`src/hw/rtl/assert_macros.svh`:
```
// -----------------------------------------------------------------------------
// assert_macros.svh
// Assertion wrappers for the calendar stepper; empty when synthesising.
// -----------------------------------------------------------------------------
`ifndef ASSERT_MACROS_SVH
`define ASSERT_MACROS_SVH

`ifndef SYNTHESIS

// Check that cons holds in the same cycle as ante.
`define ASSERT_HOLD(lbl, clk, rst_n, ante, cons, msg) \
  lbl: assert property (@(posedge clk) disable iff (!rst_n) (ante) |-> (cons)) \
    else $error(msg);

// Check that cons holds in the cycle after ante.
`define ASSERT_NEXT(lbl, clk, rst_n, ante, cons, msg) \
  lbl: assert property (@(posedge clk) disable iff (!rst_n) (ante) |=> (cons)) \
    else $error(msg);

`else

`define ASSERT_HOLD(lbl, clk, rst_n, ante, cons, msg)
`define ASSERT_NEXT(lbl, clk, rst_n, ante, cons, msg)

`endif

`endif

```
`src/hw/rtl/cdds_pkg.sv`:
```
// -----------------------------------------------------------------------------
// cdds_pkg
// Types, codes and date helpers shared by the calendar day stepper.
// -----------------------------------------------------------------------------
package cdds_pkg;

  localparam int unsigned FUNC_W   = 2;
  localparam int unsigned DAY_W    = 5;
  localparam int unsigned MONTH_W  = 4;
  localparam int unsigned YEAR_W   = 14;
  localparam int unsigned STATUS_W = 2;

  localparam logic [FUNC_W-1:0] FUNC_SET  = 2'd0;
  localparam logic [FUNC_W-1:0] FUNC_FWD  = 2'd1;
  localparam logic [FUNC_W-1:0] FUNC_BACK = 2'd2;

  localparam logic [STATUS_W-1:0] ST_OK      = 2'd0;
  localparam logic [STATUS_W-1:0] ST_BAD_SET = 2'd1;
  localparam logic [STATUS_W-1:0] ST_FLOOR   = 2'd2;
  localparam logic [STATUS_W-1:0] ST_CEIL    = 2'd3;

  localparam logic [YEAR_W-1:0]  MIN_YEAR = 14'd1900;
  localparam logic [YEAR_W-1:0]  MAX_YEAR = 14'd9999;

  localparam logic [MONTH_W-1:0] JAN = 4'd1;
  localparam logic [MONTH_W-1:0] FEB = 4'd2;
  localparam logic [MONTH_W-1:0] APR = 4'd4;
  localparam logic [MONTH_W-1:0] JUN = 4'd6;
  localparam logic [MONTH_W-1:0] SEP = 4'd9;
  localparam logic [MONTH_W-1:0] NOV = 4'd11;
  localparam logic [MONTH_W-1:0] DEC = 4'd12;

  localparam logic [DAY_W-1:0] DAY_FIRST = 5'd1;
  localparam logic [DAY_W-1:0] DAY_28    = 5'd28;
  localparam logic [DAY_W-1:0] DAY_29    = 5'd29;
  localparam logic [DAY_W-1:0] DAY_30    = 5'd30;
  localparam logic [DAY_W-1:0] DAY_31    = 5'd31;

  // Inverse of 25 modulo 2^14: multiples of 25 map onto 0 .. (2^14-1)/25.
  localparam logic [YEAR_W-1:0] INV25     = 14'd7209;
  localparam logic [YEAR_W-1:0] DIV25_MAX = YEAR_W'(((1 << YEAR_W) - 1) / 25);

  typedef struct packed {
    logic [DAY_W-1:0]   day;
    logic [MONTH_W-1:0] month;
    logic [YEAR_W-1:0]  year;
  } date_t;

  typedef struct packed {
    logic [FUNC_W-1:0] func;
    date_t             date;
  } cmd_t;

  typedef struct packed {
    date_t               date;
    logic [STATUS_W-1:0] status;
  } res_t;

  function automatic logic is_leap(input logic [YEAR_W-1:0] y);
    logic [YEAR_W-1:0] p;
    logic              div4;
    logic              div100;
    p      = y * INV25;
    div4   = (y[1:0] == 2'd0);
    div100 = div4 && (p <= DIV25_MAX);
    // Divisible by 100 and by 16 means divisible by 400.
    return div4 && (!div100 || (y[3:0] == 4'd0));
  endfunction

  function automatic logic [DAY_W-1:0] month_len(input logic [MONTH_W-1:0] m,
                                                  input logic             leap);
    logic [DAY_W-1:0] len;
    case (m)
      FEB:               len = leap ? DAY_29 : DAY_28;
      APR, JUN, SEP, NOV: len = DAY_30;
      default:           len = DAY_31;
    endcase
    return len;
  endfunction

endpackage

```
`src/hw/rtl/cdds_cmd_if.sv`:
```
// -----------------------------------------------------------------------------
// cdds_cmd_if
// Command channel: valid/ready with function code and date to load.
// -----------------------------------------------------------------------------
interface cdds_cmd_if;
  logic                           valid;
  logic                           ready;
  logic [cdds_pkg::FUNC_W-1:0]    func;
  logic [cdds_pkg::DAY_W-1:0]     new_day;
  logic [cdds_pkg::MONTH_W-1:0]   new_month;
  logic [cdds_pkg::YEAR_W-1:0]    new_year;

  modport source (output valid, func, new_day, new_month, new_year, input ready);
  modport sink   (input valid, func, new_day, new_month, new_year, output ready);
endinterface

```
`src/hw/rtl/cdds_res_if.sv`:
```
// -----------------------------------------------------------------------------
// cdds_res_if
// Result channel: valid/ready with the date after a command and its status.
// -----------------------------------------------------------------------------
interface cdds_res_if;
  logic                            valid;
  logic                            ready;
  logic [cdds_pkg::DAY_W-1:0]      day_out;
  logic [cdds_pkg::MONTH_W-1:0]    month_out;
  logic [cdds_pkg::YEAR_W-1:0]     year_out;
  logic [cdds_pkg::STATUS_W-1:0]   status;

  modport source (output valid, day_out, month_out, year_out, status, input ready);
  modport sink   (input valid, day_out, month_out, year_out, status, output ready);
endinterface

```
`src/hw/rtl/calendar_date_day_stepper.sv`:
```
// -----------------------------------------------------------------------------
// calendar_date_day_stepper
// Holds a Gregorian date and applies one set / forward / back command per item.
//
//   channel | dir | handshake     | payload
//   cmd_i   | in  | valid / ready | func, new_day, new_month, new_year
//   res_o   | out | valid / ready | day_out, month_out, year_out, status
//
// One item per cycle while results are taken; a result passes through the command
// register, then the result register with the date update.
// Reset brings the date to 1900-01-01 and empties both registers.
// A stalled result holds the result register; the command register still
// takes one more item, after which ready drops until the result moves on.
// -----------------------------------------------------------------------------
`include "assert_macros.svh"

module calendar_date_day_stepper (
  input logic       clk_i,
  input logic       rst_ni,
  cdds_cmd_if.sink  cmd_i,
  cdds_res_if.source res_o
);
  import cdds_pkg::*;

  cmd_t  cmd_q;
  logic  cmd_valid_q;
  date_t date_q;
  res_t  res_q;
  res_t  res_d;
  logic  res_valid_q;
  logic  adv;

  assign adv         = !res_valid_q || res_o.ready;
  assign cmd_i.ready = !cmd_valid_q || adv;

  cdds_calc u_calc (
    .cmd_i (cmd_q),
    .cur_i (date_q),
    .res_o (res_d)
  );

  always_ff @(posedge clk_i or negedge rst_ni) begin
    if (!rst_ni) begin
      cmd_valid_q  <= 1'b0;
      res_valid_q  <= 1'b0;
      date_q.day   <= DAY_FIRST;
      date_q.month <= JAN;
      date_q.year  <= MIN_YEAR;
    end else begin
      if (cmd_i.ready) begin
        cmd_valid_q <= cmd_i.valid;
      end
      if (adv) begin
        res_valid_q <= cmd_valid_q;
        if (cmd_valid_q) begin
          date_q <= res_d.date;
        end
      end
    end
  end

  // Payload registers, no reset.
  always_ff @(posedge clk_i) begin
    if (cmd_i.ready && cmd_i.valid) begin
      cmd_q.func       <= cmd_i.func;
      cmd_q.date.day   <= cmd_i.new_day;
      cmd_q.date.month <= cmd_i.new_month;
      cmd_q.date.year  <= cmd_i.new_year;
    end
    if (adv && cmd_valid_q) begin
      res_q <= res_d;
    end
  end

  assign res_o.valid     = res_valid_q;
  assign res_o.day_out   = res_q.date.day;
  assign res_o.month_out = res_q.date.month;
  assign res_o.year_out  = res_q.date.year;
  assign res_o.status    = res_q.status;

  `ASSERT_HOLD(a_date_range, clk_i, rst_ni, 1'b1,
    (date_q.year >= MIN_YEAR) && (date_q.year <= MAX_YEAR) &&
    (date_q.month >= JAN) && (date_q.month <= DEC) && (date_q.day >= DAY_FIRST),
    "held date out of range")
  `ASSERT_HOLD(a_res_matches_date, clk_i, rst_ni, res_valid_q, res_q.date == date_q,
    "pending result differs from held date")
  `ASSERT_HOLD(a_floor_date, clk_i, rst_ni, res_valid_q && (res_q.status == ST_FLOOR),
    (res_q.date.year == MIN_YEAR) && (res_q.date.month == JAN) &&
    (res_q.date.day == DAY_FIRST), "floor status away from floor date")
  `ASSERT_HOLD(a_stall_full, clk_i, rst_ni, !cmd_i.ready, cmd_valid_q && res_valid_q,
    "command side stalled with a free register")
  `ASSERT_NEXT(a_date_stable, clk_i, rst_ni, !(adv && cmd_valid_q), $stable(date_q),
    "held date moved without an item")

endmodule

```
`src/hw/rtl/cdds_calc.sv`:
```
// -----------------------------------------------------------------------------
// cdds_calc
// Next-date logic: validated load, one day forward, one day back; the unused code keeps the date.
// -----------------------------------------------------------------------------
module cdds_calc (
  input  cdds_pkg::cmd_t  cmd_i,
  input  cdds_pkg::date_t cur_i,
  output cdds_pkg::res_t  res_o
);
  import cdds_pkg::*;

  logic             cur_leap;
  logic             new_leap;
  logic [DAY_W-1:0] cur_len;
  logic [DAY_W-1:0] prev_len;
  logic [DAY_W-1:0] new_len;
  logic [MONTH_W-1:0] prev_month;
  logic             set_ok;
  logic             at_floor;
  logic             at_ceil;

  always_comb begin
    cur_leap   = is_leap(cur_i.year);
    new_leap   = is_leap(cmd_i.date.year);
    cur_len    = month_len(cur_i.month, cur_leap);
    prev_month = cur_i.month - 4'd1;
    prev_len   = month_len(prev_month, cur_leap);
    new_len    = month_len(cmd_i.date.month, new_leap);

    set_ok = (cmd_i.date.month inside {[JAN:DEC]}) &&
             (cmd_i.date.year inside {[MIN_YEAR:MAX_YEAR]}) &&
             (cmd_i.date.day >= DAY_FIRST) && (cmd_i.date.day <= new_len);

    at_floor = (cur_i.year <= MIN_YEAR) && (cur_i.month == JAN) &&
               (cur_i.day == DAY_FIRST);
    at_ceil  = (cur_i.year >= MAX_YEAR) && (cur_i.month == DEC) &&
               (cur_i.day == DAY_31);
  end

  always_comb begin
    res_o.date   = cur_i;
    res_o.status = ST_OK;
    case (cmd_i.func)
      FUNC_SET: begin
        if (set_ok) begin
          res_o.date = cmd_i.date;
        end else begin
          res_o.status = ST_BAD_SET;
        end
      end
      FUNC_FWD: begin
        if (at_ceil) begin
          res_o.status = ST_CEIL;
        end else if (cur_i.day < cur_len) begin
          res_o.date.day = cur_i.day + 5'd1;
        end else begin
          res_o.date.day = DAY_FIRST;
          if (cur_i.month == DEC) begin
            res_o.date.month = JAN;
            res_o.date.year  = cur_i.year + 14'd1;
          end else begin
            res_o.date.month = cur_i.month + 4'd1;
          end
        end
      end
      FUNC_BACK: begin
        if (at_floor) begin
          res_o.status = ST_FLOOR;
        end else if (cur_i.day > DAY_FIRST) begin
          res_o.date.day = cur_i.day - 5'd1;
        end else if (cur_i.month == JAN) begin
          res_o.date.day   = DAY_31;
          res_o.date.month = DEC;
          res_o.date.year  = cur_i.year - 14'd1;
        end else begin
          res_o.date.month = prev_month;
          res_o.date.day   = prev_len;
        end
      end
      default: begin
        // Unused code: report the held date unchanged.
        res_o.status = ST_OK;
      end
    endcase
  end

endmodule

```
`src/flat_wrapper.sv`:
```
// flat-port wrapper written by rule: the top's interface ports become plain ports
module calendar_date_day_stepper_flat import cdds_pkg::*;
  (clk_i, rst_ni, cmd_i_valid, cmd_i_func, cmd_i_new_day, cmd_i_new_month, cmd_i_new_year, cmd_i_ready, res_o_valid, res_o_day_out, res_o_month_out, res_o_year_out, res_o_status, res_o_ready);
  cdds_cmd_if cmd_i_i ();
  cdds_res_if res_o_i ();
  input logic clk_i;
  input logic rst_ni;
  input wire logic [$bits(cmd_i_i.valid)-1:0] cmd_i_valid;
  input wire logic [$bits(cmd_i_i.func)-1:0] cmd_i_func;
  input wire logic [$bits(cmd_i_i.new_day)-1:0] cmd_i_new_day;
  input wire logic [$bits(cmd_i_i.new_month)-1:0] cmd_i_new_month;
  input wire logic [$bits(cmd_i_i.new_year)-1:0] cmd_i_new_year;
  output wire logic [$bits(cmd_i_i.ready)-1:0] cmd_i_ready;
  output wire logic [$bits(res_o_i.valid)-1:0] res_o_valid;
  output wire logic [$bits(res_o_i.day_out)-1:0] res_o_day_out;
  output wire logic [$bits(res_o_i.month_out)-1:0] res_o_month_out;
  output wire logic [$bits(res_o_i.year_out)-1:0] res_o_year_out;
  output wire logic [$bits(res_o_i.status)-1:0] res_o_status;
  input wire logic [$bits(res_o_i.ready)-1:0] res_o_ready;
  assign cmd_i_i.valid = cmd_i_valid;
  assign cmd_i_i.func = cmd_i_func;
  assign cmd_i_i.new_day = cmd_i_new_day;
  assign cmd_i_i.new_month = cmd_i_new_month;
  assign cmd_i_i.new_year = cmd_i_new_year;
  assign cmd_i_ready = cmd_i_i.ready;
  assign res_o_valid = res_o_i.valid;
  assign res_o_day_out = res_o_i.day_out;
  assign res_o_month_out = res_o_i.month_out;
  assign res_o_year_out = res_o_i.year_out;
  assign res_o_status = res_o_i.status;
  assign res_o_i.ready = res_o_ready;
  calendar_date_day_stepper u_core (.clk_i(clk_i), .rst_ni(rst_ni), .cmd_i(cmd_i_i), .res_o(res_o_i));
endmodule
```
`config.mk`:
```
export PLATFORM = sky130hd
export DESIGN_NAME = calendar_date_day_stepper_flat
export DESIGN_NICKNAME = d
export VERILOG_FILES = /design/src/hw/rtl/cdds_pkg.sv /design/src/hw/rtl/cdds_cmd_if.sv /design/src/hw/rtl/cdds_res_if.sv /design/src/hw/rtl/calendar_date_day_stepper.sv /design/src/hw/rtl/cdds_calc.sv /design/src/flat_wrapper.sv
export VERILOG_INCLUDE_DIRS = /design/src /design/src/hw/rtl
export SDC_FILE = /design/constraint.sdc
export NUM_CORES = 1
export LEC_CHECK = 0
export BUFFER_PORTS_ARGS = -buffer_cell sky130_fd_sc_hd__buf_4
export CAP_MARGIN = 20
export CORE_MARGIN = 1
export CORE_UTILIZATION = 40
export CTS_CLUSTER_SIZE = 24
export DETAILED_ROUTE_END_ITERATION = 10
export PLACE_DENSITY = 0.57
export REMOVE_ABC_BUFFERS = 1
export SYNTH_ARGS = -nofsm -noshare
export SYNTH_HDL_FRONTEND = slang
export SYNTH_HIERARCHICAL = 1
export SYNTH_SLANG_ARGS = --single-unit
```
`constraint.sdc`:
```
create_clock -name clk_i -period 5 [get_ports clk_i]
set_input_delay 1 -clock clk_i [delete_from_list [all_inputs] [get_ports clk_i]]
set_output_delay 1 -clock clk_i [all_outputs]
set_load 0.005 [all_outputs]
```
* Word level (Yosys, flattened, before mapping) *
Index checks and enable logic that the tools add are counted.

word-level totals
  bits in registers = 75
  latch bits = 0
  bits in writable memories = 0
  ROM bits = 0
  input port bits = 29
  output and inout bits = 27
  memories kept = 0

operators by class
  add/subtract/negate cells = 6
  multipliers = 2
  divide/modulo/power cells = 0
  $lt $le $gt $ge = 12
  equality and inequality tests = 21
  shift operators = 0
  mux-type cells = 21
  bitwise operators = 0
  reduce and logical (&&, ||, !) cells = 32

operators with widths
  kind                    number
  $mux 23                 3
  $pmux 23 s3             1
  $mux 18                 2
  $eq 4x4->1 const B      7
  $le 14x10->1 const B    2
  $mul 14x13->14 const B  2
  $mux 14                 2
  $eq 4x3->1 const B      6
  $logic_and 1x1->1       15
  $add 14x1->14 const B   1
  $ge 14x11->1 const B    1
  $ge 14x14->1 const B    1
  $le 14x11->1 const B    1
  $le 14x14->1 const B    1
  $sub 14x1->14 const B   1
  $eq 4x2->1 const B      3
  $pmux 2 s2              3
  $reduce_or 4->1         3
  $mux 5                  2
  $mux 9                  1
  $logic_not 4->1         2
  $logic_not 2->1         3
  $pmux 2 s3              1
  $add 5x1->5 const B     1
  other kinds (20)        29

* Depth between registers and ports, before layout *
Gate-level depths: netlist of run 1.

  depth in word-level cells = 12
  gate-level depth with buffers = 25
  gate-level depth less buffers = 24

* Hierarchy *
The synthesis of run 1 kept the hierarchy.

modules (own cells, without submodules)
  module                     times used  cells each  area an instance (sq um)  seq. area each (sq um)
  cdds_calc                  1           659         4859.7                    0.0
  calendar_date_day_stepper  1           107         2546.2                    2138.3

* Worst setup path after synthesis of run 1 *
No wires, ideal clock.

  path kind = reg2reg
  start = reg u_core/cmd_q[3] (netlist bit)
  end = reg u_core/date_q[7] (netlist bit)
  setup time = 125 ps
  arrival = 5371 ps
  data required time = 4875 ps
  path slack = -496 ps
  stages on the path, launching flop included = 24
  path buffers = 0
  clock period less this slack = 5496 ps
  cells stage by stage = edfxtp_1 ha_1 ha_1 ha_1 inv_1 fa_1 inv_1 ha_1 fa_1 a21o_1 a21oi_1 xnor2_1 o211ai_1 nor4_1 a21oi_1 ha_1 nand2_1 o211ai_1 o2111ai_2 nor2_2 mux2_2 a211oi_1 o21ai_0 mux2_4

RTL lines
  what                    line                             source
  start: declaration      calendar_date_day_stepper.sv:25  cmd_t cmd_q;
  end signal: assignment  calendar_date_day_stepper.sv:56  date_q <= res_d.date;
  end: declaration        calendar_date_day_stepper.sv:27  date_t date_q;

==> results of run 1 <==
==> worst paths after layout <==
check	slack [ps]	depth (start not counted)	start	end
worst max-delay path	-400	22	u_core/cmd_q[2]$_DFFE_PP_	u_core/date_q[20]$_DFFE_PN0P_
worst min-delay path	560	1	u_core/cmd_valid_q$_DFFE_PN0P_	u_core/res_o.valid$_DFFE_PN0P_
worst max register to register	-400	22	u_core/cmd_q[2]$_DFFE_PP_	u_core/date_q[20]$_DFFE_PN0P_
worst min register to register	560	1	u_core/cmd_valid_q$_DFFE_PN0P_	u_core/res_o.valid$_DFFE_PN0P_
max in group asynchronous	4100	1	rst_ni	u_core/date_q[14]$_DFFE_PN1P_
min in group asynchronous	570	1	rst_ni	u_core/date_q[7]$_DFFE_PN0P_
==> flip-flops by register name, indices dropped and copies added, names as in the netlist <==
signal and flops:
u_core/res_o.month_out 4, u_core/cmd_valid_q 1, u_core/res_o.status 2, u_core/res_o.year_out 14
u_core/res_o.valid 1, u_core/res_o.day_out 5, u_core/cmd_q 25, u_core/date_q 23
==> synthesized netlist by cell type, drive strengths merged, types with 7 or more instances <==
library cell and instances:
a211oi 13, a21o 7, a21oi 43, a31oi 8, and3 9, buf 17
clkbuf 20, dfrtp 16, dfstp 9, edfxtp 50, fa 22, ha 95
inv 85, mux2 27, nand2 30, nand3 29, nor2 36, nor3 21
nor4 11, o211ai 9, o21ai 43, o31ai 10, xnor2 30, xor2 7
==> cell families (layout without fill, tap and decap cells) <==
group,Yosys count,in the layout,synth area share
mux,32,32,0.0574
buf+inv,122,231,0.0674
xor+xnor,38,38,0.0468
simple gates,184,184,0.138
fa+ha+maj,117,117,0.220
compound gates,198,198,0.181
flops,75,75,0.289
==> repair_timing <==
action,4_1_cts,5_1_grt
setup buffers,9,4
cloned,0,1
pin swaps,33,35
gates resized for setup,50,55
endpoints found under the setup margin,47,47
==> layout make-up <==
cell class / count / area, µm² / area share
Clock buffer: 9 / 225 / 0.0242
Clock inverter: 7 / 101 / 0.0109
Inverter: 85 / 319 / 0.0343
Multi-Input combinational cell: 569 / 5170 / 0.556
Sequential cell: 75 / 2140 / 0.230
Tap cell: 229 / 287 / 0.0308
Timing Repair Buffer: 130 / 1050 / 0.113
==> through the flow <==
step                       util  area, µm²  worst slack, ps  cells  power [mW]
after global routing      0.516       9300             -627   1104        7.61
final                     0.516       9300             -402   1104        6.98
after detailed placement  0.466       8400             -769   1074        5.99
after floorplan               -       7230             -664    729        4.29
after CTS                 0.500       9010             -349   1099        6.84
after global placement    0.465       8380             -635   1073        5.82
==> power by group through the flow <==
stage               Sequential, mW  Combinational (mW)  Clock, mW
floorplan                     1.13                3.16          0
global placement              1.09                4.73          0
detailed placement            1.09                4.90          0
CTS                           1.08                5.03      0.728
global route                  1.11                5.74      0.756
finish                        1.09                5.17      0.716
==> worst max-delay path: cells and delay by family, from the launching register on <==
| kind | cells | cell delay [ps] |
|---|---|---|
| flops | 1 | 410 |
| compound gates | 6 | 970 |
| buf+inv | 2 | 170 |
| fa+ha+maj | 6 | 2140 |
| mux | 1 | 270 |
| simple gates | 2 | 440 |
| xor+xnor | 5 | 870 |
==> routing by layer <==
| layer | vias up | GRT usage |
|---|---|---|
| met5 | - | 0 |
| met4 | 0 | 0.0856 |
| met3 | 43 | 0.0388 |
| met2 | 267 | 0.380 |
| met1 | 3229 | 0.315 |
| li1 | 3035 | - |
==> cells in the final DEF, fill, tap and decap left out, drive strengths merged, types with 6 or more instances in the layout <==
cell / synthesis / routed
a211oi: 13 / 13
a21o: 7 / 7
a21oi: 43 / 43
a31oi: 8 / 8
and3: 9 / 9
buf: 17 / 130
clkbuf: 20 / 9
dfrtp: 16 / 16
dfstp: 9 / 9
edfxtp: 50 / 50
fa: 22 / 22
ha: 95 / 95
inv: 85 / 86
mux2: 27 / 27
nand2: 30 / 30
nand2b: 6 / 6
nand3: 29 / 29
nand4: 6 / 6
nor2: 36 / 36
nor3: 21 / 21
nor4: 11 / 11
o211ai: 9 / 9
o21a: 6 / 6
o21ai: 43 / 43
o221ai: 6 / 6
o31ai: 10 / 10
or4: 6 / 6
xnor2: 30 / 30
xor2: 7 / 7
==> metrics list, run 1 <==
- Internal power: 3.68 mW
- TritonCTS clock tree: done
- Mapped cell area: 7410 µm²
- Failing checks: negative setup slack
- Routability-driven placement finished with a final weighted congestion of 0.915.
- From synthesis to final layout, the design area changed by 25.5%.
- Clock insertion delay at the later pin of the skew report: 350 ps
- Dominant register cell in the synthesized netlist: edfxtp_1
* Detailed-router iteration count before antenna repair: 6
- Die outline height: 138 µm
- The Yosys step of the flow raised 6 warnings.
* H-Tree Level Count: 3
* Hold buffer count at CTS: 0
- Switch share: 0.473
* Half-perimeter wire length after detailed placement: 16600 µm
- Number of max-slew violations in the final report: 0
- Post-synthesis area per instance: 9.67 µm²
- Of the available clock period, the critical path in the final layout requires 1.08.
- Static timing analysis puts the maximum clock frequency at 185 MHz.
* Type of the most critical hold path: reg -> reg
- CP max stage cell: fa_1
- Input and output buffers added on the ports amount to 55.
- TNS Setup: -12260 ps
- The final-report hold violation count was 0.
* Clock transition at the register clock pins on the worst setup and hold paths after CTS: 60 ps
* Post-layout minimum cycle time: 5400 ps
- Across the run, the number of max-cap violations was 0.
- Ratio of routed vias to standard cells: 5.95
* RSZ-0062 raised after global routing: yes
* Via count: 6574
- The worst setup path is captured at a flip-flop.
* Final net count: 1016
* Arr. time, crit path: 5640 ps
- Cells along the critical path: buf_6, fa_1, ha_4, ha_4, inv_2, fa_1, fa_2, xor2_1, xnor2_1, xnor2_1, xnor2_1, xnor2_1, a21oi_1, ha_2, nand2_1, o211ai_1, o2111a_2, a211oi_2, a41oi_1, o21ai_0, or3_4, mux2_4
- Most frequent cell on the critical path: xnor2_1
* Routed len/inst: 20.3 µm
* Number of antenna violations at the first check in global routing: 0
* Number of unique standard cell types used by synthesis: 79
- Transition time at the pin with the least slew margin: 1110 ps
* Combinational Power Share: 0.741
- VDD sags by at most 0.635 mV.
* Mapped Cells: 766
- Switching Power: 3.30 mW
- Clock Root Buffer: clkbuf_16
* Largest net degree at the start of global routing: 47
* Async set-or-reset flop fraction in the synthesized netlist: 0.333
- Global-route congestion overflow total: 0
* Critical path type: reg -> reg
- Standard cell core area: 18000 µm²
- Total detailed-routing wirelength: 22400 µm
- Counting the fill cells in the layout gives 1679.
- Leading cell types by total area after synthesis: edfxtp_1, ha_1, fa_1
- Top layer reached by signal wires: met4
* Worst slew margin: 0.257
- Top Ports: 56
- No sink is reached through more buffers than the 2 on the longest clock path.
- Hold_ws: 556 ps
* Drt first-iter violations: 501
* Cell row count: 49
* Clock sink count: 75
- Portion of synthesized cell area occupied by the leading cell type: 0.203
- Of the cells placed in the final design, the portion with a size suffix greater than 1 is 0.302.
- After synthesis the netlist holds a flip-flop and latch count of 75.
- Areal power density over the cells: 751 nW/µm²
- The synthesized design contains 50 enable-type register cells.
* Part of the total power dissipated in sequential elements: 0.156
- Post-route clock skew: 7.37 ps
* Run status: complete, but fails checks
- Met3 wirelength from detailed routing: 1370 µm
* Leading area contributor after synthesis: edfxtp_1
- The via count of the first global-routing pass was 6479.
- The repair_antennas step left the layout with diodes totalling 0.
- After detailed routing, the number of remaining DRC violations is 0.
- In this run the horizontal extent of the chip is 138 µm.
- The die covers 19100 µm².
- Global-route wire length before repair: 35100 µm
- In the global route stage, overall resource usage came out at 0.235.
- Routed length on met1: 9890 µm
* Required time reported for the critical path endpoint: 5240 ps
* Number of buffers inserted during clock tree synthesis: 9
* Crit-path max cell delay: 520 ps
- Setup violations remaining at the end of the flow were counted as 47.
* Top fanout value on the critical path: 7
- Total leakage power: 3.97 nW
* Starting utilization of the core area: 0.411
- For this run, the register share of the synthesized area comes to 0.289.
* Residual antenna-violating net count after detailed routing: 0
* Met2 routed wirelength: 10600 µm
- Least setup slack across all paths after layout: -402 ps
- The worst setup path is launched from a flip-flop.
- Power share of the clock group: 0.103
Note: power is estimated with default switching activity, not from simulation.
==> inputs of run 2 (changes only) <==
--- a/config.mk
+++ b/config.mk
@@ -6,6 +6,7 @@
 export SDC_FILE = /design/constraint.sdc
 export NUM_CORES = 1
 export LEC_CHECK = 0
+export ABC_AREA = 1
 export BUFFER_PORTS_ARGS = -buffer_cell sky130_fd_sc_hd__buf_4
 export CAP_MARGIN = 20
 export CORE_MARGIN = 1
==> run 2 against run 1 <==
Combinational power is 24% lower. Critical endpoint is now u_core/res_o.year_out[4]$_DFFE_PP_. Synthesized cell count is 32% higher. The run still ends with negative setup slack left. Power is 19% lower. Via count is 8.4% higher. Worst setup slack worse by 36 ps.
==> metrics list, run 2 <==
* Standard cell core area: 18800 µm² (+4.5%)
- In this run the top signal layer used is met4.
- Flip-flop count of the largest register after layout: 25 (unchanged)
* Post-placement worst setup slack: -734 ps (+34.6 ps)
- The sink count of the clock tree came to 75 (unchanged).
* Max frequency: 184 MHz (-0.65%)
* Required time reported for the critical path endpoint: 5090 ps (-150 ps)
- Signed area change from the synthesized netlist to the final layout: 20.7%
* Fraction of the mapped netlist area in simple logic gates: 0.258 (+0.120)
- The maximum clock path buffer count was 2 (unchanged).
- DRC: 0 (unchanged)
* Xor and xnor fraction of the mapped netlist area: 0.0397 (-0.00705)
* Cell row count: 50 (+2.0%)
- The headroom to the max-slew limit came to 0.293 (+0.0361).
- Leaving out fill and tap cells, the most frequent cell in the layout is nand2_1.
- Global-route congestion overflow total: 0 (unchanged)
* Areal power density over the cells: 605 nW/µm² (-19%)
* Post-route clock skew: 8.23 ps (+0.853 ps)
- Final net count: 1247 (+23%)
- The share of synthesized area occupied by flip-flops and latches is 0.277 (-0.0115).
* TritonCTS clock tree: done
- Via count: 7125 (+8.4%)
- Hold_ws: 536 ps (-20.7 ps)
- The post-synthesis cell area is 7710 µm² (+4.1%).
* Routed len/inst: 16.0 µm (-21%)
* Largest net degree at the start of global routing: 26 (-45%)
- Die outline height: 141 µm (+2.0%)
- The overall power was 5.63 mW (-19%).
- The count of unique library cells instantiated by Yosys is 46 (-42%).
* Top Ports: 56 (unchanged)
- The total track usage was 0.230 (-0.00465).
- Top fanout value on the critical path: 4 (-3)
- The routed wire length on met2 is 10000 µm (-5.5%).
* Post-layout minimum cycle time: 5440 ps (+35.5 ps)
- The count of input and output buffers is 55 (unchanged).
* Leading area contributor after synthesis: edfxtp_1
- The detailed router's first-iteration violation count was 533 (+6.4%).
- The worst setup path is launched from a flip-flop.
* Register name with the most flops: u_core/cmd_q
- The die area was 19800 µm² (+4.1%).
- The largest voltage drop on the vdd net is 0.359 mV (-43%).
- Mapped Cells: 1010 (+32%)
* Count of flip-flops with a built-in enable after synthesis: 50 (unchanged)
* Number of antenna violations at the first check in global routing: 0 (unchanged)
- Total leakage power: 4.50 nW (+13%)
* Adder-cell share of the synthesized area: 0.211 (-0.00874)
- The post-route non-filler standard cell count came to 1366 (+24%).
* Via count of the first global-routing pass: 6729 (+3.9%)
* FF+latch count, synth: 75 (unchanged)
- Dominant register cell in the synthesized netlist: edfxtp_1
- RSZ-0062 raised after global routing: yes
- The deepest level of the CTS H-tree was 3 (unchanged).
- Layout Utilization: 0.494 (-0.0214)
* Type of the most critical hold path: reg -> reg
- Dominant combinational cell family by area after synthesis: simple AND/OR/NAND/NOR gates
- The checks that failed: negative setup slack.
* Starting utilization of the core area: 0.410 (-0.00130)
- Number of placed instances with taps included: 1337 (+24%)
* Detailed-router iteration count before antenna repair: 6 (unchanged)
* Ratio of routed vias to standard cells: 5.22 (-12%)
- Residual antenna-violating net count after detailed routing: 0 (unchanged)
- The number of failing setup endpoints in the final timing report was 47 (unchanged).
* Routed length on met1: 10000 µm (+1.3%)
- Global-route wire length before repair: 35300 µm (+0.69%)
- Run status: complete, but fails checks
- The actual slew at the worst max-slew pin is 1060 ps (-51.2 ps).
* Placer's final routability congestion estimate: 0.942 (+3.0%)
- Number of buffers inserted during clock tree synthesis: 9 (unchanged)
- The commonest cells after synthesis are nand2_1, inv_1, nand3_1.
- Number of hold violations in the final report: 0 (unchanged)
- Width of the die: 141 µm (+2.0%)
- The total of max-cap violations was 0 (unchanged).
* Clock insertion delay at the later pin of the skew report: 350 ps (about the same)
* Half-perimeter wire length after detailed placement: 16100 µm (-3.5%)
* Post-synthesis area per instance: 7.64 µm² (-21%)
- Total detailed-routing wirelength: 21900 µm (-2.4%)
- The number of max-slew violations in the final report is 0 (unchanged).
* Clock Root Buffer: clkbuf_16
- Least setup slack across all paths after layout: -438 ps (-35.5 ps)
* Arr. time, crit path: 5520 ps (-120 ps)
- By instance count, the leading cell after synthesis is nand2_1.
* Clock transition at the register clock pins on the worst setup and hold paths after CTS: 60 ps (about the same)
* Async set-or-reset flop fraction in the synthesized netlist: 0.333 (unchanged)
* Met3 wirelength from detailed routing: 1480 µm (+7.7%)
- Portion of netlist area occupied by mux cells: 0 (-0.0574)
- The antenna diode count came to 0 (unchanged).
* Portion of synthesized cell area occupied by the leading cell type: 0.195 (-0.00806)
- The worst setup path is captured at a flip-flop.
- The complex-gate fraction of the synthesized area came to 0.108 (-0.0737).
- The proportion of layout cells with a drive suffix above 1 came to 0.197 (-0.105).
- The library cells used most frequently in the layout, excluding fill and tap cells, are nand2_1, inv_1, buf_4.
- Number of warning messages in the yosys log: 6 (unchanged)
- The part of the cycle the worst path needs is 1.09 (+0.00711).
* Leading cell types by total area after synthesis: edfxtp_1, ha_1, nand2_1
* Critical path type: reg -> reg
run 2: cell families after synthesis:
logic type | Yosys count
fa+ha+maj | 117
buf+inv | 195
xor+xnor | 35
flops | 75
simple gates | 444
compound gates | 144
run 2: path summary, 6_finish.rpt:
kind / end / slack (ps) / start / depth (start not counted)
min in group asynchronous: u_core/cmd_valid_q$_DFFE_PN0P_ / 570 / rst_ni / 1
max: u_core/res_o.year_out[4]$_DFFE_PP_ / -440 / u_core/cmd_q[0]$_DFFE_PP_ / 25
min: u_core/date_q[5]$_DFFE_PN1P_ / 540 / u_core/date_q[5]$_DFFE_PN1P_ / 2
max in group asynchronous: u_core/date_q[10]$_DFFE_PN1P_ / 4100 / rst_ni / 1
min reg2reg: u_core/date_q[5]$_DFFE_PN1P_ / 540 / u_core/date_q[5]$_DFFE_PN1P_ / 2
max reg2reg: u_core/res_o.year_out[4]$_DFFE_PP_ / -440 / u_core/cmd_q[0]$_DFFE_PP_ / 25
run 2: power by group:
group          switching, mW  internal, mW
clock                  0.263         0.400
combinational           2.31          1.60
sequential             0.189         0.873
run 2: cell type report:
class / count / area (µm²)
Inverter: 153 / 576
Timing Repair Buffer: 122 / 995
Fill cell: 1877 / 9520
Multi-Input combinational cell: 740 / 4970
Clock buffer: 10 / 239
Sequential cell: 75 / 2140
Tap cell: 260 / 325
Clock inverter: 6 / 63.8
run 2: per-stage QoR:
step                instance area (µm²)  setup TNS, ps
floorplan                          7470         -21020
global placement                   8640         -19920
detailed placement                 8640         -27390
CTS                                9160         -15860
global route                       9310         -29870
finish                             9310         -17300
run 2: routing by layer:
metal | global-route usage | vias to the layer above
li1 | - | 3545
met1 | 0.307 | 3308
met2 | 0.376 | 244
met3 | 0.0452 | 28
met4 | 0.0686 | 0
met5 | 0 | -
run 2: timing repair:
item                                    in CTS  in global routing
gates resized for setup                     47                 24
buffers inserted                            10                  3
endpoints found under the setup margin      47                 47
hold buffers                                 0                  0
pin swaps                                   16                  9
run 2: critical path, stage by stage, from the launching register on:
cell	delay, ps
edfxtp_1	420
fa_1	550
ha_1	220
ha_1	270
inv_1	50
fa_1	460
fa_2	370
xnor2_2	150
xnor2_1	160
xor2_1	200
xnor2_1	150
xor2_1	230
o2111ai_2	140
nand2_1	120
a21oi_2	60
ha_1	290
a211oi_2	70
a311oi_2	270
nand3_2	200
buf_4	190
inv_2	70
a21oi_1	60
o21ai_1	100
nand2_1	70
a21oi_2	210
a21oi_2	90
==> inputs of run 3 (changes only) <==
==> constraint.sdc (replaced) <==
create_clock -name clk_i -period 4.8 [get_ports clk_i]
set_input_delay 0.96 -clock clk_i [delete_from_list [all_inputs] [get_ports clk_i]]
set_output_delay 0.96 -clock clk_i [all_outputs]
set_load 0.005 [all_outputs]
==> run 3 against run 2 <==
The run still ends with negative setup slack left. Critical endpoint is now u_core/res_o.year_out[7]$_DFFE_PP_. Sequential share of layout area is 0.30 points lower. Final area grew 1.3%. Register-to-register slack got worse by 210 ps. Sequential power hardly changed. Maximum frequency shrank 0.24%. Clock skew up 1.0 ps. Clock-buffer cell count decreased by 1. First-iteration DRC count grew 14%. Combinational power up 7.2%. Power grew 7.0%. Clock power rose by 12%.
==> metrics list, run 3 (same netlist as run 2, synthesis figures left out) <==
- The chip height was 141 µm (unchanged).
- The total of max-cap violations came to 0 (unchanged).
- Layout Utilization: 0.501 (+0.00658)
- The placed wire-length estimate after detailed placement was 16000 µm (about the same).
* Largest net degree at the start of global routing: 26 (unchanged)
- The power density relative to cell area came to 639 nW/µm² (+5.6%).
- Overall power after layout: 6.03 mW (+7.0%)
* Flip-flop count of the largest register after layout: 25 (unchanged)
- Clock Root Buffer: clkbuf_16
* Via count: 7094 (-0.44%)
* Total leakage power: 4.54 nW (+0.87%)
- The global routing met3 resource utilization is 0.0425 (-0.00272).
- The antenna diode count was 0 (unchanged).
* Largest buffer count on any clock path: 2 (unchanged)
* H-Tree Level Count: 3 (unchanged)
- Arr. time, crit path: 5500 ps (-20 ps)
* M1 GR Usage: 0.319 (+0.0120)
- Width of the die: 141 µm (unchanged)
- Nature of the critical path endpoint: flip-flop
- Cell depth of the worst flop-to-flop path: 25 (unchanged)
* Crit path max-delay family: adder cells
- Compared with the post-synthesis result, the final layout area differs by 22.3%.
- The routing usage on met2 was 0.354 (-0.0220).
* Clock sink count: 75 (unchanged)
- The headroom to the max-slew limit was 0.271 (-0.0226).
* Standard cell core area: 18800 µm² (unchanged)
- Reg area: 2140 µm² (unchanged)
- Clock insertion delay at the later pin of the skew report: 350 ps (about the same)
- The number of max-slew violations in the final report is 0 (unchanged).
* Failing checks: negative setup slack
* Number of hold violations in the final report: 0 (unchanged)
- Setup repair after global routing could not meet its margin everywhere.
- Endpoint of the most critical setup path: u_core/res_o.year_out[7]$_DFFE_PP_
- Drt first-iter violations: 606 (+14%)
- Number of buffers inserted during clock tree synthesis: 9 (unchanged)
- Least setup slack across all paths after layout: -651 ps (-213 ps)
* Quantity of I/O buffers inserted on ports: 55 (unchanged)
- Ratio of routed vias to standard cells: 5.18 (-0.73%)
- The register with the most flip-flops in the final layout is u_core/cmd_q.
- Transition time at the pin with the least slew margin: 1090 ps (+33.8 ps)
- Area of the multi-input gates: 5060 µm² (+1.8%)
- The wire length of the first global-routing pass came to 35100 µm (-0.72%).
- Die Footprint: 19800 µm² (unchanged)
- The sum of buffers and inverters on the critical path is 5 (+2).
* Cell row count: 50 (unchanged)
- Via count of the first global-routing pass: 6642 (-1.3%)
- The total number of nets in the final design came to 1251 (+0.32%).
- Most common library cell in the layout ignoring fill and taps: nand2_1
- In this run the critical register-to-register path is captured at u_core/res_o.year_out[7]$_DFFE_PP_.
- The startpoint identified for the worst register-to-register timing path is u_core/cmd_q[0]$_DFFE_PP_.
* Setup crit start: u_core/cmd_q[0]$_DFFE_PP_
- The number of filler cells placed in the layout was 1853 (-1.3%).
* Tcrit/Tclk final: 1.14 (+0.0480)
* Type of the most critical hold path: in -> async
* Final setup violation count: 47 (unchanged)
- The final wirelength was 21900 µm (about the same).
* Global-route congestion overflow total: 0 (unchanged)
* TritonCTS clock tree: done
* Share of final-layout standard cells stronger than drive strength 1: 0.214 (+0.0164)
* Residual antenna-violating net count after detailed routing: 0 (unchanged)
* Placer's final routability congestion estimate: 0.901 (-4.4%)
- The tightest hold margin was 539 ps (+3.20 ps).
* Required time reported for the critical path endpoint: 4850 ps (-240 ps)
- Number of stages on the worst setup path: 25 (unchanged)
- The total track usage came to 0.229 (-0.00127).
- Critical path type: reg -> reg
- Minimum setup slack among reg-to-reg paths: -650 ps (-210 ps)
- The number of placed I/O pins was 56 (unchanged).
* Crit-path max cell delay: 570 ps (+20 ps)
- DRC: 0 (unchanged)
* Post-layout minimum cycle time: 5450 ps (+13.0 ps)
* Top fanout value on the critical path: 7 (+3)
* Clock transition at the register clock pins on the worst setup and hold paths after CTS: 60 ps (about the same)
- Detailed-router iteration count before antenna repair: 5 (-1)
- The initial antenna violation count was 0 (unchanged).
- In this run the most used layer during global routing was met2.
- Most used cells in the layout excluding fill and tap cells: nand2_1, inv_1, buf_4
- The top achievable clock speed is 183 MHz (-0.24%).
* Maximum vdd drop: 0.455 mV (+27%)
* CP max stage cell: fa_1
- The starting utilization of the core area came to 0.410 (unchanged).
* TNS Setup: -24750 ps (-7450 ps)
* Post-route clock skew: 9.22 ps (+0.996 ps)
* Run status: complete, but fails checks
* Routed len/inst: 16.0 µm (-0.28%)
* Startpoint type of the worst setup path: flip-flop
-- run 3: layout make-up --
class	count	share of cell area
clock buffers	9	0.0239
well taps	260	0.0345
inverters	153	0.0610
multi-input cells	740	0.537
clock inverters	7	0.0105
repair buffers	126	0.107
flip-flops and latches	75	0.227
-- run 3: what timing repair did --
item                       in CTS  in global routing
pin swaps                      51                 30
gates resized for setup        77                 22
setup buffers                  14                  0
setup endpoints to repair      47                 47
cloned                          0                  0
hold buffers                    0                  0
-- run 3: per-layer routing --
layer / wire, µm / up-vias
met3: 1250 / 38
met1: 10400 / 3281
met4: 527 / 0
met5: 0 / -
met2: 9700 / 221
li1: - / 3554
-- run 3: stage by stage --
step / worst slack, ps / cells / cell area (µm²)
finish: -651 / 1370 / 9430
global route: -909 / 1370 / 9430
CTS: -634 / 1370 / 9300
detailed placement: -934 / 1340 / 8650
global placement: -829 / 1340 / 8650
floorplan: -904 / 968 / 7470
-- run 3: worst reg2reg max path: cells and delay by family (launching register included) --
family / cells / cell delay (ps)
fa+ha+maj: 6 / 2050
compound gates: 6 / 920
xor+xnor: 5 / 780
buf+inv: 5 / 500
simple gates: 3 / 490
flops: 1 / 420
-- run 3: power breakdown --
part | total (mW) | switching, mW | internal (mW) | leakage, nW
registers | 1.09 | 0.183 | 0.910 | 0.784
clock network | 0.740 | 0.281 | 0.458 | 0.156
logic | 4.19 | 2.46 | 1.74 | 3.60
total | 6.03 | 2.92 | 3.10 | 4.54
-- run 3: how the worst min path moves through the flow --
stage                                           to  cells after the start  slack, ps
finish              u_core/cmd_valid_q$_DFFE_PN0P_                      1        540
global route        u_core/cmd_valid_q$_DFFE_PN0P_                      1        560
CTS                  u_core/date_q[19]$_DFFE_PN0P_                      1        540
detailed placement   u_core/date_q[18]$_DFFE_PN1P_                      2        540
global placement     u_core/date_q[14]$_DFFE_PN1P_                      2        540
floorplan            u_core/date_q[18]$_DFFE_PN1P_                      2        490
